**src/sv/i2cra_pkg.sv**
```systemverilog
// Shared types, codes and sequence tables for the I2C register access master.
package i2cra_pkg;

  localparam int unsigned GAP_W = 16;
  localparam int unsigned ADDR_W = 8;
  localparam int unsigned CFG_DATA_W = 16;

  localparam logic [1:0] KIND_TICK  = 2'd0;
  localparam logic [1:0] KIND_WRITE = 2'd1;
  localparam logic [1:0] KIND_READ  = 2'd2;

  localparam logic CFG_DEV_ADDR = 1'b0;
  localparam logic CFG_GAP      = 1'b1;

  localparam logic [7:0] DEV_ADDR_RESET = 8'h60;
  localparam logic [15:0] GAP_RESET = 16'd1000;
  localparam logic [7:0] MSB_MASK = 8'h80;

  typedef enum logic [1:0] {
    MODE_IDLE  = 2'd0,
    MODE_WRITE = 2'd1,
    MODE_READ  = 2'd2
  } mode_t;

  typedef enum logic [3:0] {
    SEG_END     = 4'd0,
    SEG_START   = 4'd1,
    SEG_STOP    = 4'd2,
    SEG_GAP     = 4'd3,
    SEG_TX_DEV  = 4'd4,
    SEG_TX_DEVR = 4'd5,
    SEG_TX_REG  = 4'd6,
    SEG_TX_VAL  = 4'd7,
    SEG_RX      = 4'd8
  } seg_t;

  typedef struct packed {
    logic [1:0]       kind;
    logic [7:0]       reg_addr;
    logic [7:0]       write_value;
    logic             sda_in;
  } item_t;

  typedef struct packed {
    logic [1:0]       op_mode;
    logic [3:0]       seg;
    logic [4:0]       phase;
    logic [3:0]       bit_index;
    logic [7:0]       shift_byte;
    logic [7:0]       held_reg_addr;
    logic [7:0]       held_value;
    logic [1:0]       acks_seen;
    logic [GAP_W-1:0] gap_count;
    logic             scl_level;
    logic             sda_level;
  } state_t;

  typedef struct packed {
    logic       scl_out;
    logic       sda_out;
    logic       busy_res;
    logic       done_res;
    logic [7:0] read_data;
    logic [1:0] ack_count;
    logic       request_rejected;
  } result_t;

  // Segment that a given step of the write or read sequence runs.
  function automatic seg_t plan_seg(input logic [1:0] mode, input logic [3:0] idx);
    seg_t s;
    s = SEG_END;
    if (mode == MODE_WRITE) begin
      unique case (idx)
        4'd0: s = SEG_START;
        4'd1: s = SEG_TX_DEV;
        4'd2: s = SEG_TX_REG;
        4'd3: s = SEG_TX_VAL;
        4'd4: s = SEG_STOP;
        4'd5: s = SEG_GAP;
        default: s = SEG_END;
      endcase
    end else if (mode == MODE_READ) begin
      unique case (idx)
        4'd0: s = SEG_START;
        4'd1: s = SEG_TX_DEV;
        4'd2: s = SEG_TX_REG;
        4'd3: s = SEG_STOP;
        4'd4: s = SEG_GAP;
        4'd5: s = SEG_START;
        4'd6: s = SEG_TX_DEVR;
        4'd7: s = SEG_RX;
        4'd8: s = SEG_STOP;
        4'd9: s = SEG_GAP;
        default: s = SEG_END;
      endcase
    end
    return s;
  endfunction

endpackage

```
**src/sv/i2cra_step.sv**
```systemverilog
// Next-state and result logic for one tick or request of the I2C master.
module i2cra_step (
  input  i2cra_pkg::state_t                    st,
  input  i2cra_pkg::item_t                     item,
  input  logic [i2cra_pkg::ADDR_W-1:0]         dev_addr,
  input  logic [i2cra_pkg::GAP_W-1:0]          gap_ticks,
  output i2cra_pkg::state_t                    nxt,
  output i2cra_pkg::result_t                   res
);

  i2cra_pkg::seg_t k;
  i2cra_pkg::seg_t k1;
  i2cra_pkg::seg_t k_adv;
  logic [3:0] s1;
  logic [3:0] s_adv;
  logic [4:0] p;
  logic [8:0] prod;
  logic [3:0] q3;
  logic [4:0] mul3;
  logic [4:0] rem5;
  logic [1:0] sub;
  logic [7:0] tx_byte;
  logic [7:0] sh;
  logic busy;
  logic adv;
  logic fin;
  logic rej;
  logic step_phase;

  assign busy = (st.op_mode != i2cra_pkg::MODE_IDLE);
  assign k = i2cra_pkg::plan_seg(st.op_mode, st.seg);
  assign p = st.phase;

  // Phase modulo three through a reciprocal multiply, exact for five-bit phases.
  assign prod = 9'(p) * 9'd11;
  assign q3 = prod[8:5];
  assign mul3 = {q3, 1'b0} + {1'b0, q3};
  assign rem5 = p - mul3;
  assign sub = rem5[1:0];

  always_comb begin
    unique case (k)
      i2cra_pkg::SEG_TX_DEV:  tx_byte = dev_addr;
      i2cra_pkg::SEG_TX_DEVR: tx_byte = dev_addr + 8'd1;
      i2cra_pkg::SEG_TX_REG:  tx_byte = st.held_reg_addr;
      default:                tx_byte = st.held_value;
    endcase
  end

  assign sh = (p == 5'd0) ? tx_byte : st.shift_byte;

  // The next segment, skipping a gap when the gap length is zero.
  assign s1 = st.seg + 4'd1;
  assign k1 = i2cra_pkg::plan_seg(st.op_mode, s1);
  assign s_adv = (k1 == i2cra_pkg::SEG_GAP && gap_ticks == '0) ? (s1 + 4'd1) : s1;
  assign k_adv = i2cra_pkg::plan_seg(st.op_mode, s_adv);

  always_comb begin
    nxt = st;
    adv = 1'b0;
    fin = 1'b0;
    rej = 1'b0;
    step_phase = 1'b0;
    unique case (item.kind)
      i2cra_pkg::KIND_TICK: begin
        if (busy) begin
          step_phase = 1'b1;
          unique case (k)
            i2cra_pkg::SEG_START: begin
              unique case (p)
                5'd0: nxt.sda_level = 1'b1;
                5'd1: nxt.scl_level = 1'b1;
                5'd2: nxt.sda_level = 1'b0;
                default: begin
                  nxt.scl_level = 1'b0;
                  adv = 1'b1;
                end
              endcase
            end
            i2cra_pkg::SEG_STOP: begin
              unique case (p)
                5'd0: nxt.scl_level = 1'b0;
                5'd1: nxt.sda_level = 1'b0;
                5'd2: nxt.scl_level = 1'b1;
                default: begin
                  nxt.sda_level = 1'b1;
                  adv = 1'b1;
                end
              endcase
            end
            i2cra_pkg::SEG_GAP: begin
              nxt.gap_count = st.gap_count + 16'd1;
              if (nxt.gap_count >= gap_ticks) begin
                adv = 1'b1;
              end
            end
            i2cra_pkg::SEG_RX: begin
              if (p == 5'd0) begin
                nxt.sda_level = 1'b1;
                nxt.shift_byte = '0;
                nxt.bit_index = '0;
              end else if (p[0]) begin
                nxt.scl_level = 1'b1;
              end else begin
                nxt.shift_byte = {st.shift_byte[6:0], item.sda_in};
                nxt.scl_level = 1'b0;
                nxt.bit_index = st.bit_index + 4'd1;
                if (p >= 5'd16) begin
                  adv = 1'b1;
                end
              end
            end
            i2cra_pkg::SEG_TX_DEV, i2cra_pkg::SEG_TX_DEVR,
            i2cra_pkg::SEG_TX_REG, i2cra_pkg::SEG_TX_VAL: begin
              nxt.shift_byte = sh;
              if (p == 5'd0) begin
                nxt.bit_index = '0;
              end
              if (p < 5'd24) begin
                unique case (sub)
                  2'd0: nxt.sda_level = |(sh & i2cra_pkg::MSB_MASK);
                  2'd1: nxt.scl_level = 1'b1;
                  default: begin
                    nxt.shift_byte = {sh[6:0], 1'b0};
                    nxt.bit_index = ((p == 5'd0) ? 4'd0 : st.bit_index) + 4'd1;
                    nxt.scl_level = 1'b0;
                  end
                endcase
              end else if (p == 5'd24) begin
                nxt.sda_level = 1'b1;
              end else if (p == 5'd25) begin
                nxt.scl_level = 1'b1;
              end else begin
                if (!item.sda_in) begin
                  nxt.acks_seen = st.acks_seen + 2'd1;
                end
                nxt.scl_level = 1'b0;
                adv = 1'b1;
              end
            end
            default: begin
              step_phase = 1'b0;
              nxt.op_mode = i2cra_pkg::MODE_IDLE;
              nxt.seg = '0;
              nxt.phase = '0;
              fin = 1'b1;
            end
          endcase
        end
      end
      i2cra_pkg::KIND_WRITE, i2cra_pkg::KIND_READ: begin
        if (busy) begin
          rej = 1'b1;
        end else begin
          nxt.op_mode = (item.kind == i2cra_pkg::KIND_WRITE) ?
                        i2cra_pkg::MODE_WRITE : i2cra_pkg::MODE_READ;
          nxt.seg = '0;
          nxt.phase = '0;
          nxt.bit_index = '0;
          nxt.gap_count = '0;
          nxt.acks_seen = '0;
          nxt.held_reg_addr = item.reg_addr;
          if (item.kind == i2cra_pkg::KIND_WRITE) begin
            nxt.held_value = item.write_value;
          end
        end
      end
      default: ;
    endcase

    if (adv) begin
      nxt.phase = '0;
      nxt.bit_index = '0;
      nxt.gap_count = '0;
      if (k_adv == i2cra_pkg::SEG_END) begin
        nxt.op_mode = i2cra_pkg::MODE_IDLE;
        nxt.seg = '0;
        fin = 1'b1;
      end else begin
        nxt.seg = s_adv;
      end
    end else if (step_phase) begin
      nxt.phase = p + 5'd1;
    end

    res.scl_out = nxt.scl_level;
    res.sda_out = nxt.sda_level;
    res.busy_res = (nxt.op_mode != i2cra_pkg::MODE_IDLE);
    res.done_res = fin;
    res.read_data = (fin && st.op_mode == i2cra_pkg::MODE_READ) ? nxt.shift_byte : 8'd0;
    res.ack_count = nxt.acks_seen;
    res.request_rejected = rej;
  end

endmodule

```
**src/sv/i2c_register_access_master.sv**
```systemverilog
// Top level of the I2C register access master: input register, state and result register.
// A request or tick waits in the input register; its result is loaded into the result
// register as it leaves, which is held back only while a waiting result is stalled.
// Throughput: one item per cycle when not stalled; the sequencer state updates as an
// item leaves the input register, so each item sees the state left by the one before it.
// Reset clears the sequencer to idle with both pins released, sets the device address to
// 0x60 and the gap length to 1000 ticks, and empties both register stages.
module i2c_register_access_master (
  input  logic                              clk,
  input  logic                              rst,
  input  logic                              in_valid,
  output logic                              in_stall,
  input  logic [1:0]                        kind,
  input  logic [7:0]                        reg_addr,
  input  logic [7:0]                        write_value,
  input  logic                              sda_in,
  output logic                              out_valid,
  input  logic                              out_stall,
  output logic                              scl_out,
  output logic                              sda_out,
  output logic                              busy_res,
  output logic                              done_res,
  output logic [7:0]                        read_data,
  output logic [1:0]                        ack_count,
  output logic                              request_rejected,
  input  logic                              cfg_valid,
  output logic                              cfg_ready,
  input  logic                              cfg_index,
  input  logic [i2cra_pkg::CFG_DATA_W-1:0]  cfg_data
);

  i2cra_pkg::item_t item;
  logic item_valid;
  i2cra_pkg::state_t state;
  i2cra_pkg::state_t state_next;
  i2cra_pkg::result_t result_next;
  logic [i2cra_pkg::ADDR_W-1:0] dev_addr;
  logic [i2cra_pkg::GAP_W-1:0] gap_ticks;
  logic item_move;

  assign item_move = item_valid && (!out_valid || !out_stall);
  assign in_stall = item_valid && !item_move;
  assign cfg_ready = 1'b1;

  always_ff @(posedge clk) begin
    if (rst) begin
      dev_addr <= i2cra_pkg::DEV_ADDR_RESET;
      gap_ticks <= i2cra_pkg::GAP_RESET;
    end else if (cfg_valid && cfg_ready) begin
      unique case (cfg_index)
        i2cra_pkg::CFG_DEV_ADDR: dev_addr <= cfg_data[i2cra_pkg::ADDR_W-1:0];
        i2cra_pkg::CFG_GAP:      gap_ticks <= cfg_data[i2cra_pkg::GAP_W-1:0];
        default: ;
      endcase
    end
  end

  always_ff @(posedge clk) begin
    if (rst) begin
      item_valid <= 1'b0;
    end else if (in_valid && !in_stall) begin
      item_valid <= 1'b1;
    end else if (item_move) begin
      item_valid <= 1'b0;
    end
  end

  always_ff @(posedge clk) begin
    if (in_valid && !in_stall) begin
      item.kind <= kind;
      item.reg_addr <= reg_addr;
      item.write_value <= write_value;
      item.sda_in <= sda_in;
    end
  end

  i2cra_step u_step (
    .st        (state),
    .item      (item),
    .dev_addr  (dev_addr),
    .gap_ticks (gap_ticks),
    .nxt       (state_next),
    .res       (result_next)
  );

  always_ff @(posedge clk) begin
    if (rst) begin
      state <= '{op_mode: i2cra_pkg::MODE_IDLE, seg: 4'd0, phase: 5'd0, bit_index: 4'd0,
                 shift_byte: 8'd0, held_reg_addr: 8'd0, held_value: 8'd0, acks_seen: 2'd0,
                 gap_count: '0, scl_level: 1'b1, sda_level: 1'b1};
    end else if (item_move) begin
      state <= state_next;
    end
  end

  always_ff @(posedge clk) begin
    if (rst) begin
      out_valid <= 1'b0;
    end else if (item_move) begin
      out_valid <= 1'b1;
    end else if (!out_stall) begin
      out_valid <= 1'b0;
    end
  end

  always_ff @(posedge clk) begin
    if (item_move) begin
      scl_out <= result_next.scl_out;
      sda_out <= result_next.sda_out;
      busy_res <= result_next.busy_res;
      done_res <= result_next.done_res;
      read_data <= result_next.read_data;
      ack_count <= result_next.ack_count;
      request_rejected <= result_next.request_rejected;
    end
  end

`ifndef SYNTHESIS
  a_done_not_busy: assert property (@(posedge clk) disable iff (rst)
    out_valid && done_res |-> !busy_res)
    else $error("done shown while still busy");

  a_reject_busy: assert property (@(posedge clk) disable iff (rst)
    out_valid && request_rejected |-> busy_res)
    else $error("request rejected while idle");

  a_data_with_done: assert property (@(posedge clk) disable iff (rst)
    out_valid && !done_res |-> read_data == 8'd0)
    else $error("read data shown without done");

  a_idle_seg_zero: assert property (@(posedge clk) disable iff (rst)
    state.op_mode == i2cra_pkg::MODE_IDLE |-> state.seg == 4'd0)
    else $error("idle sequencer holds a segment");
`endif

endmodule

```
**config.mk**
```make
export PLATFORM = sky130hd
export DESIGN_NAME = i2c_register_access_master
export DESIGN_NICKNAME = d
export VERILOG_FILES = /design/src/sv/i2cra_pkg.sv /design/src/sv/i2cra_step.sv /design/src/sv/i2c_register_access_master.sv
export SDC_FILE = /design/constraint.sdc
export NUM_CORES = 1
export LEC_CHECK = 0
export ABC_AREA = 1
export BUFFER_PORTS_ARGS = -buffer_cell sky130_fd_sc_hd__buf_2
export CORE_MARGIN = 2
export CORE_UTILIZATION = 44
export DETAILED_ROUTE_END_ITERATION = 8
export SYNTH_ARGS = -nofsm -noshare
export SYNTH_HDL_FRONTEND = slang
export SYNTH_HIERARCHICAL = 1
export SYNTH_SLANG_ARGS = --single-unit
```
**constraint.sdc**
```tcl
create_clock -name clk -period 4.3 [get_ports clk]
set_input_delay 0.215 -clock clk [delete_from_list [all_inputs] [get_ports clk]]
set_output_delay 0.215 -clock clk [all_outputs]
set_load 0.05 [all_outputs]
```
## Word level (Yosys, flattened, before mapping)

Memories as Yosys holds them, arrays and structs flattened. A register that Yosys moved wholly into a read port is not among the register bits.
Index checks and enable logic that the tools add are counted.

- Multiplexer cells: 81
- $mul: 1
- Bitwise logic cells: 2
- Reduce and logical (&&, ||, !) cells: 38
- Add/sub/neg operators: 10
- Magnitude comparators: 3
- Equal/unequal tests: 43

Operator list:

| operator | number |
|---|---|
| 3-bit one-hot mux with 6 select lines | 3 |
| 12-bit 2-to-1 mux | 4 |
| 4-bit 2-to-1 mux | 12 |
| 4-bit by 3-bit == test with 1-bit output (second input constant) | 10 |
| 4-bit by 2-bit == test with 1-bit output (second input constant) | 9 |
| 18-bit one-hot mux with 2 select lines | 1 |
| 16-bit 2-to-1 mux | 2 |
| 1-bit 2-to-1 mux | 30 |
| 15-bit one-hot mux with 2 select lines | 1 |
| 12-bit one-hot mux with 2 select lines | 1 |
| 8-bit one-hot mux with 3 select lines | 1 |
| 23-bit 2-to-1 mux | 1 |
| 20-bit 2-to-1 mux | 1 |
| 18-bit 2-to-1 mux | 1 |
| 2-bit 2-to-1 mux | 9 |
| 16-bit by 1-bit adder with 16-bit output (second input constant) | 1 |
| 4-bit by 1-bit adder with 4-bit output (second input constant) | 4 |
| 4-bit by 1-bit == test with 1-bit output (second input constant) | 4 |
| 16-bit >= comparator | 1 |
| 16-bit logical NOT | 1 |
| 4-bit logical NOT | 4 |
| 8-bit 2-to-1 mux | 2 |
| 15-bit 2-to-1 mux | 1 |
| 5-bit AND reduction | 3 |
| 46 further kinds | 71 |

- Output and inout bits: 18
- Register bits: 119
- Bits of input ports: 41
- Memory bits (read-only): 192
- Memories: 3
- Logic and storage cells: 207

Memories:

| memory | words | width | read ports | clocked after memory_dff | wr ports | line | RTL |
|---|---|---|---|---|---|---|---|
| (name not given) | 16 | 4 | 1 | 0 | 0 | i2cra_pkg.sv:83 | `unique case (idx)` |
| (name not given) | 16 | 4 | 1 | 0 | 0 | i2cra_pkg.sv:83 |  |
| (name not given) | 16 | 4 | 1 | 1 | 0 | i2cra_pkg.sv:83 |  |

## Depth between registers and ports, before layout

Gate-level depths: netlist of run 1.

- Depth after elaboration: 15
- Gate-level depth with buffers: 28
- Mapped depth without buffers: 28

## By module

Netlist of run 1, hierarchy kept.

By module, submodules not included:

| module | cells each | sequential area each (sq um) | times used | area an instance (sq um) |
|---|---|---|---|---|
| i2c_register_access_master | 543 | 2722.6 | 1 | 4603.2 |
| i2cra_step | 826 | 0.0 | 1 | 4327.9 |

## Worst setup path after synthesis of run 1

No wires, ideal clock.

- Kind: reg-to-reg
- From: register state[49] (netlist name)
- To: register state[45] (netlist name)
- Library setup time: 0.064 ns
- Buffers on the path: 0
- Clock period less this slack: 4.018 ns
- Required time: 4.236 ns
- Arrival time: 3.954 ns
- Slack: 0.282 ns
- Cell stages (with the launch flop): 26
- Cells stage by stage: dfxtp_1 > ha_1 > fa_1 > ha_1 > a21oi_1 > nand3b_1 > nand2_1 > inv_1 > ha_1 > inv_1 > ha_1 > nor2_1 > xor2_1 > xor2_1 > inv_1 > nand2_1 > nand3_1 > nor2_1 > a21oi_1 > nand2_1 > nand3_1 > a21oi_1 > inv_1 > nand3_1 > nand2_1 > nor2_1

RTL lines:

| element | line | RTL |
|---|---|---|
| start: declaration | i2c_register_access_master.sv:34 | `i2cra_pkg::state_t state;` |
| start signal: assignment | i2c_register_access_master.sv:88 | `state <= '{op_mode: i2cra_pkg::MODE_IDLE, seg: 4'd0, phase: 5'd0, bit_index: 4'd0,` |
| start signal: assignment | i2c_register_access_master.sv:92 | `state <= state_next;` |

==> qor.csv, run 1 <==
metric,value,unit
pin_count,59,
port_buffers,57,
p_leak,4.55,nW
drv_cap,0,
crit_fanout,8,
routed_wl,22.2,mm
diodes,0,
critPathLaunchType,flop,
drc,0,
hold_violations,0,
routabilityCongestion,0.878,
start_util,45.1,%
power.density,349,mW/mm^2
vias,8205,
clk_pin_slew,0.06,ns
status,"finished, final reports clean",
place_inst,1536,
grt.overflow.total,0,
ir_worst_vdd,0.278,mV
nets,1439,
grtUsageTotal,22.2,%
cp.arrival,4.38,ns
worst-slew-pin-transition,1.15,ns
crit_path_end_kind,flop,
grt_antenna_before_repair,0,
die_area,0.0204,mm^2
core_area,0.0188,mm^2
fp.dieH,143,um
relSlewSlack,23.0,%
drtIter0Drc,666,
finalPower,3.41,mW
die_w,143,um
drive_above_1_share,13.0,%
finalSetupViolations,0,
finalCoreUtilization,52.0,%
netlist_area,0.00847,mm^2
cts_tree,yes,
layout_setup_ws,0.244,ns
rsz0062_at_grt,true,
clock_skew,0.00990,ns
syn_area_per_cell,6.60,um^2
cts-root-buf,clkbuf_16,
drt_pass1_iterations,5,
cts_buffers,17,
period_share,94.3,%
ant_nets,0,
grt_pass1_wl,36.1,mm
hp-class,in2reg,
postPlaceCellArea,0.00888,mm^2
clkSinkCount,115,
h-tree-depth,4,
r2r_slack,0.24,ns
grt_pass1_vias,7215,
num_rows,50,
synth_warnings,6,
cp.required,4.62,ns
routedWlPerCell,13.9,um
maxSlewViolCount,0,
synthCells,1284,
min_from,cfg_data[6],
setup_tns,0,ns
holdWs,0.00928,ns
fin_crit,4.06,ns
fill_cells,1899,
final_cell_count_no_fill,1591,
pre_cts_ws,0.122,ns
critPathLaunch,state[49]$_SDFFE_PP0P_,
dp_hpwl,15.0,mm
regArea,0.00265,mm^2
timing.rr.start,state[49]$_SDFFE_PP0P_,
clk_latency,0.43,ns
multiInputGateArea,0.00481,mm^2
syn-num-nets,1379,
viasPerCell,5.16,
grt_max_degree,110,
clockBufferDepth,2,
stdcell_area,0.00976,mm^2
fmax,247,MHz
syn2layout_area_growth,15.2,%
critPathKind,reg2reg,
-- power breakdown --
group	total (mW)	leakage, nW	switching, mW	internal (mW)
Clock	1.43	0.288	0.607	0.822
Sequential	1.25	0.991	0.0589	1.19
Combinational	0.730	3.27	0.472	0.258
-- registers in the layout (all words and copies together), names as in the netlist, 2 cells and up --
register / cells
item: 19
read_data: 8
gap_ticks: 16
state: 55
dev_addr: 8
ack_count: 2
-- critical path, cell delays in order (launching register included) --
cell and delay, ns:
dfxtp_1 0.32, ha_1 0.30, fa_1 0.49, ha_4 0.30
nand4_1 0.11, nand2_1 0.09, nand2_1 0.07, nand2_1 0.06
inv_1 0.06, ha_4 0.26, inv_1 0.04, ha_1 0.16
nor2_1 0.11, xor2_1 0.18, xor2_1 0.20, inv_1 0.06
nand2_1 0.09, nand3_2 0.08, nand2_2 0.09, clkinvlp_4 0.17
nand2_1 0.12, nand3_1 0.07, a21oi_1 0.17, inv_1 0.06
inv_1 0.05, nand3_1 0.07, nand2_1 0.12, nor2_1 0.05
-- cell usage in the layout, fill, tap and decap left out, types with 12 or more instances in the layout --
cell	count
dlygate4sd3_1	21
o21ai_0	55
a21oi_1	98
nor2_1	157
clkbuf_16	17
buf_2	57
nand3_1	133
buf_4	25
ha_1	51
xor2_1	21
o211ai_1	13
nand2_1	279
edfxtp_1	34
inv_2	19
inv_1	173
dfxtp_1	80
nand3b_1	13
nor3_1	12
-- path summary, 6_finish.rpt --
check | depth (start not counted) | end
hold / removal | 3 | dev_addr[6]$_SDFFE_PP1P_
setup reg to reg | 27 | state[40]$_SDFFE_PP0P_
hold reg to reg | 2 | gap_ticks[7]$_SDFFE_PP1P_
setup / recovery | 27 | state[40]$_SDFFE_PP0P_
-- per-layer routing --
layer	share of wire, %	up-vias	global-route usage, %	routed length (um)
li1	-	4246	-	-
met4	1.6	0	5.78	349
met2	45	189	34.4	9890
met5	0	-	0	0
met3	4.0	21	4.29	891
met1	50	3749	31.7	11000
-- what timing repair did --
item	4_1_cts	5_1_grt
setup endpoints to repair	0	26
gates resized for setup	0	12
hold buffers	21	0
buffers inserted	0	2
endpoints found under the hold margin	22	0
-- cell type report --
| cell class | instances | share of cell area (%) |
|---|---|---|
| timing repair buffer | 103 | 7.00 |
| multi-input combinational | 912 | 49.3 |
| sequential | 115 | 27.1 |
| inverter | 195 | 7.55 |
| clock inverter | 15 | 1.68 |
| clock buffer | 17 | 4.36 |
| tap | 234 | 3.00 |
Power figures use the tool's default switching activity.
==> inputs of run 2 (changes only) <==
CAP_MARGIN = 20   (was unset)
CTS_BUF_LIST = sky130_fd_sc_hd__clkbuf_16   (was unset)
==> run 2 against run 1 <==
  * Via count down 0.34%
  * Critical path depth did not move
  * Clock skew is 0.0010 ns higher
  * Core utilization grew 0.19 points
  * Non-clock buffer count is 1 higher
  * Critical endpoint is now state[38]$_SDFFE_PP0P_
  * Cell area grew 0.36%
  * Count of clock-buffer cells in the layout unchanged
  * Sequential share of layout area is 0.097 points lower
  * First-iteration DRC count fell by 15%
  * Flip-flop and latch count unchanged
  * Routed wire length decreased by 0.44%
==> qor.csv, run 2 (same netlist as run 1, synthesis figures left out) <==
metric,value,unit
period_share,92.5,%
syn2layout_area_growth,15.7,%
cts_tree,yes,
cp.arrival,4.30,ns
clkSinkCount,115,
use_met3,4.29,%
regMostFlops,state,
r2r_slack,0.32,ns
fp.dieH,143,um
cts-root-buf,clkbuf_16,
drive_above_1_share,13.0,%
die_w,143,um
whs_endpoint,dev_addr[6]$_SDFFE_PP1P_,
grt_antenna_before_repair,0,
h-tree-depth,4,
drc,0,
grtUsageTotal,22.2,%
min_from,cfg_data[6],
reg_top3,"state (55), item (19), gap_ticks (16)",
power.density,347,mW/mm^2
timing.rr.start,state[49]$_SDFFE_PP0P_,
layout_setup_ws,0.321,ns
whs_path_depth,3,
status,"finished, final reports clean",
cts_buffers,17,
p_leak,4.57,nW
postPlaceCellArea,0.00888,mm^2
critPathKind,reg2reg,
rr_worst_depth,27,
ir_worst_vdd,0.277,mV
routabilityCongestion,0.878,
vias,8177,
num_rows,50,
grt_pass1_wl,36.1,mm
drt_pass1_iterations,5,
pre_cts_ws,0.122,ns
finalPower,3.40,mW
crit_path_end_kind,flop,
use_met1,31.7,%
busiest_layer,met2,
viasPerCell,5.14,
hold_violations,0,
diodes,0,
crit_fanout,8,
hp-class,in2reg,
routed_wl,22.1,mm
grtUsageMet2,34.4,%
die_area,0.0204,mm^2
clock_skew,0.0109,ns
cp.required,4.62,ns
critPathSlowestCell,fa_1,
port_buffers,57,
grt_max_degree,110,
drv_cap,0,
final_common_cell,nand2_1,
relSlewSlack,41.1,%
critPathLaunchType,flop,
dp_hpwl,15.0,mm
fmax,251,MHz
fill_cells,1896,
maxSlewViolCount,0,
r2r_end,state[38]$_SDFFE_PP0P_,
finalSetupViolations,0,
nets,1440,
drtIter0Drc,563,
largest_register_ff_count,55,
final_cell_mix,"279 x nand2_1, 173 x inv_1, 157 x nor2_1",
pin_count,59,
critPathMaxStageDelay,0.49,ns
grt_pass1_vias,7215,
routedWlPerCell,13.9,um
clk_pin_slew,0.06,ns
grt.overflow.total,0,
ant_nets,0,
start_util,45.1,%
stdcell_area,0.00980,mm^2
cp_common_cell,nand2_1,
fin_crit,3.98,ns
core_area,0.0188,mm^2
clk_latency,0.43,ns
clockBufferDepth,2,
worst-slew-pin-transition,0.882,ns
==> run 2: cell types whose count changed in the layout (fill, tap and decap cells not counted), sizes merged <==
cell	change
buf	+1
==> run 2: metrics by stage <==
stage	cells	hold WS (ns)	setup TNS [ns]	util, %
2_1_floorplan	1284	0.284	0	-
3_3_place_gp	1536	0.392	0	47.3
3_5_place_dp	1536	0.393	0	47.3
4_1_cts	1589	0.00535	0	51.6
5_1_grt	1592	0.00971	-0.0973	52.2
6_report	1592	0.00983	0	52.2
==> run 2: worst max path at each step <==
stage / start / end / slack (ns)
3_5_place_dp: state[49]$_SDFFE_PP0P_ / state[40]$_SDFFE_PP0P_ / 0.12
3_3_place_gp: state[49]$_SDFFE_PP0P_ / state[41]$_SDFFE_PP0P_ / 0.21
5_1_grt: state[49]$_SDFFE_PP0P_ / state[37]$_SDFFE_PP0P_ / -0.02
4_1_cts: state[49]$_SDFFE_PP0P_ / state[40]$_SDFFE_PP0P_ / 0.09
2_1_floorplan: state[49]$_SDFFE_PP0P_ / state[40]$_SDFFE_PP0P_ / 0.37
6_report: state[49]$_SDFFE_PP0P_ / state[38]$_SDFFE_PP0P_ / 0.32
==> run 2: cell type report <==
class	count	area [um^2]	share of cell area (%)
multi-input combinational	912	4800	49.0
sequential	115	2650	27.0
inverter	195	737	7.52
timing repair buffer	104	731	7.46
clock buffer	17	425	4.34
tap	234	293	2.99
clock inverter	15	164	1.67
==> run 2: critical path, delay by kind of cell (launching register included) <==
family | cells | cell delay (ns)
adders and majority gates | 5 | 1.53
and+or+nand+nor | 13 | 1.04
buffers and inverters | 6 | 0.42
xor gates and xnor gates | 2 | 0.38
DFF | 1 | 0.32
AOI/OAI and AO/OA | 1 | 0.18
==> run 2: where the power goes <==
| part | switching, mW | leakage, nW | total (mW) | internal, mW |
|---|---|---|---|---|
| clock network | 0.604 | 0.288 | 1.43 | 0.822 |
| registers | 0.0588 | 0.991 | 1.25 | 1.19 |
| logic | 0.470 | 3.29 | 0.729 | 0.259 |
==> run 2: timing repair <==
item	CTS	global route
setup endpoints to repair	0	24
buffers inserted	0	1
hold buffers	21	0
endpoints found under the hold margin	22	0
resized for setup	0	11
==> run 2: per-layer routing <==
| layer | wire length [um] | share of wire [%] |
|---|---|---|
| met1 | 10800 | 49 |
| met4 | 308 | 1.4 |
| met3 | 975 | 4.4 |
| met2 | 9950 | 45 |
| met5 | 0 | 0 |
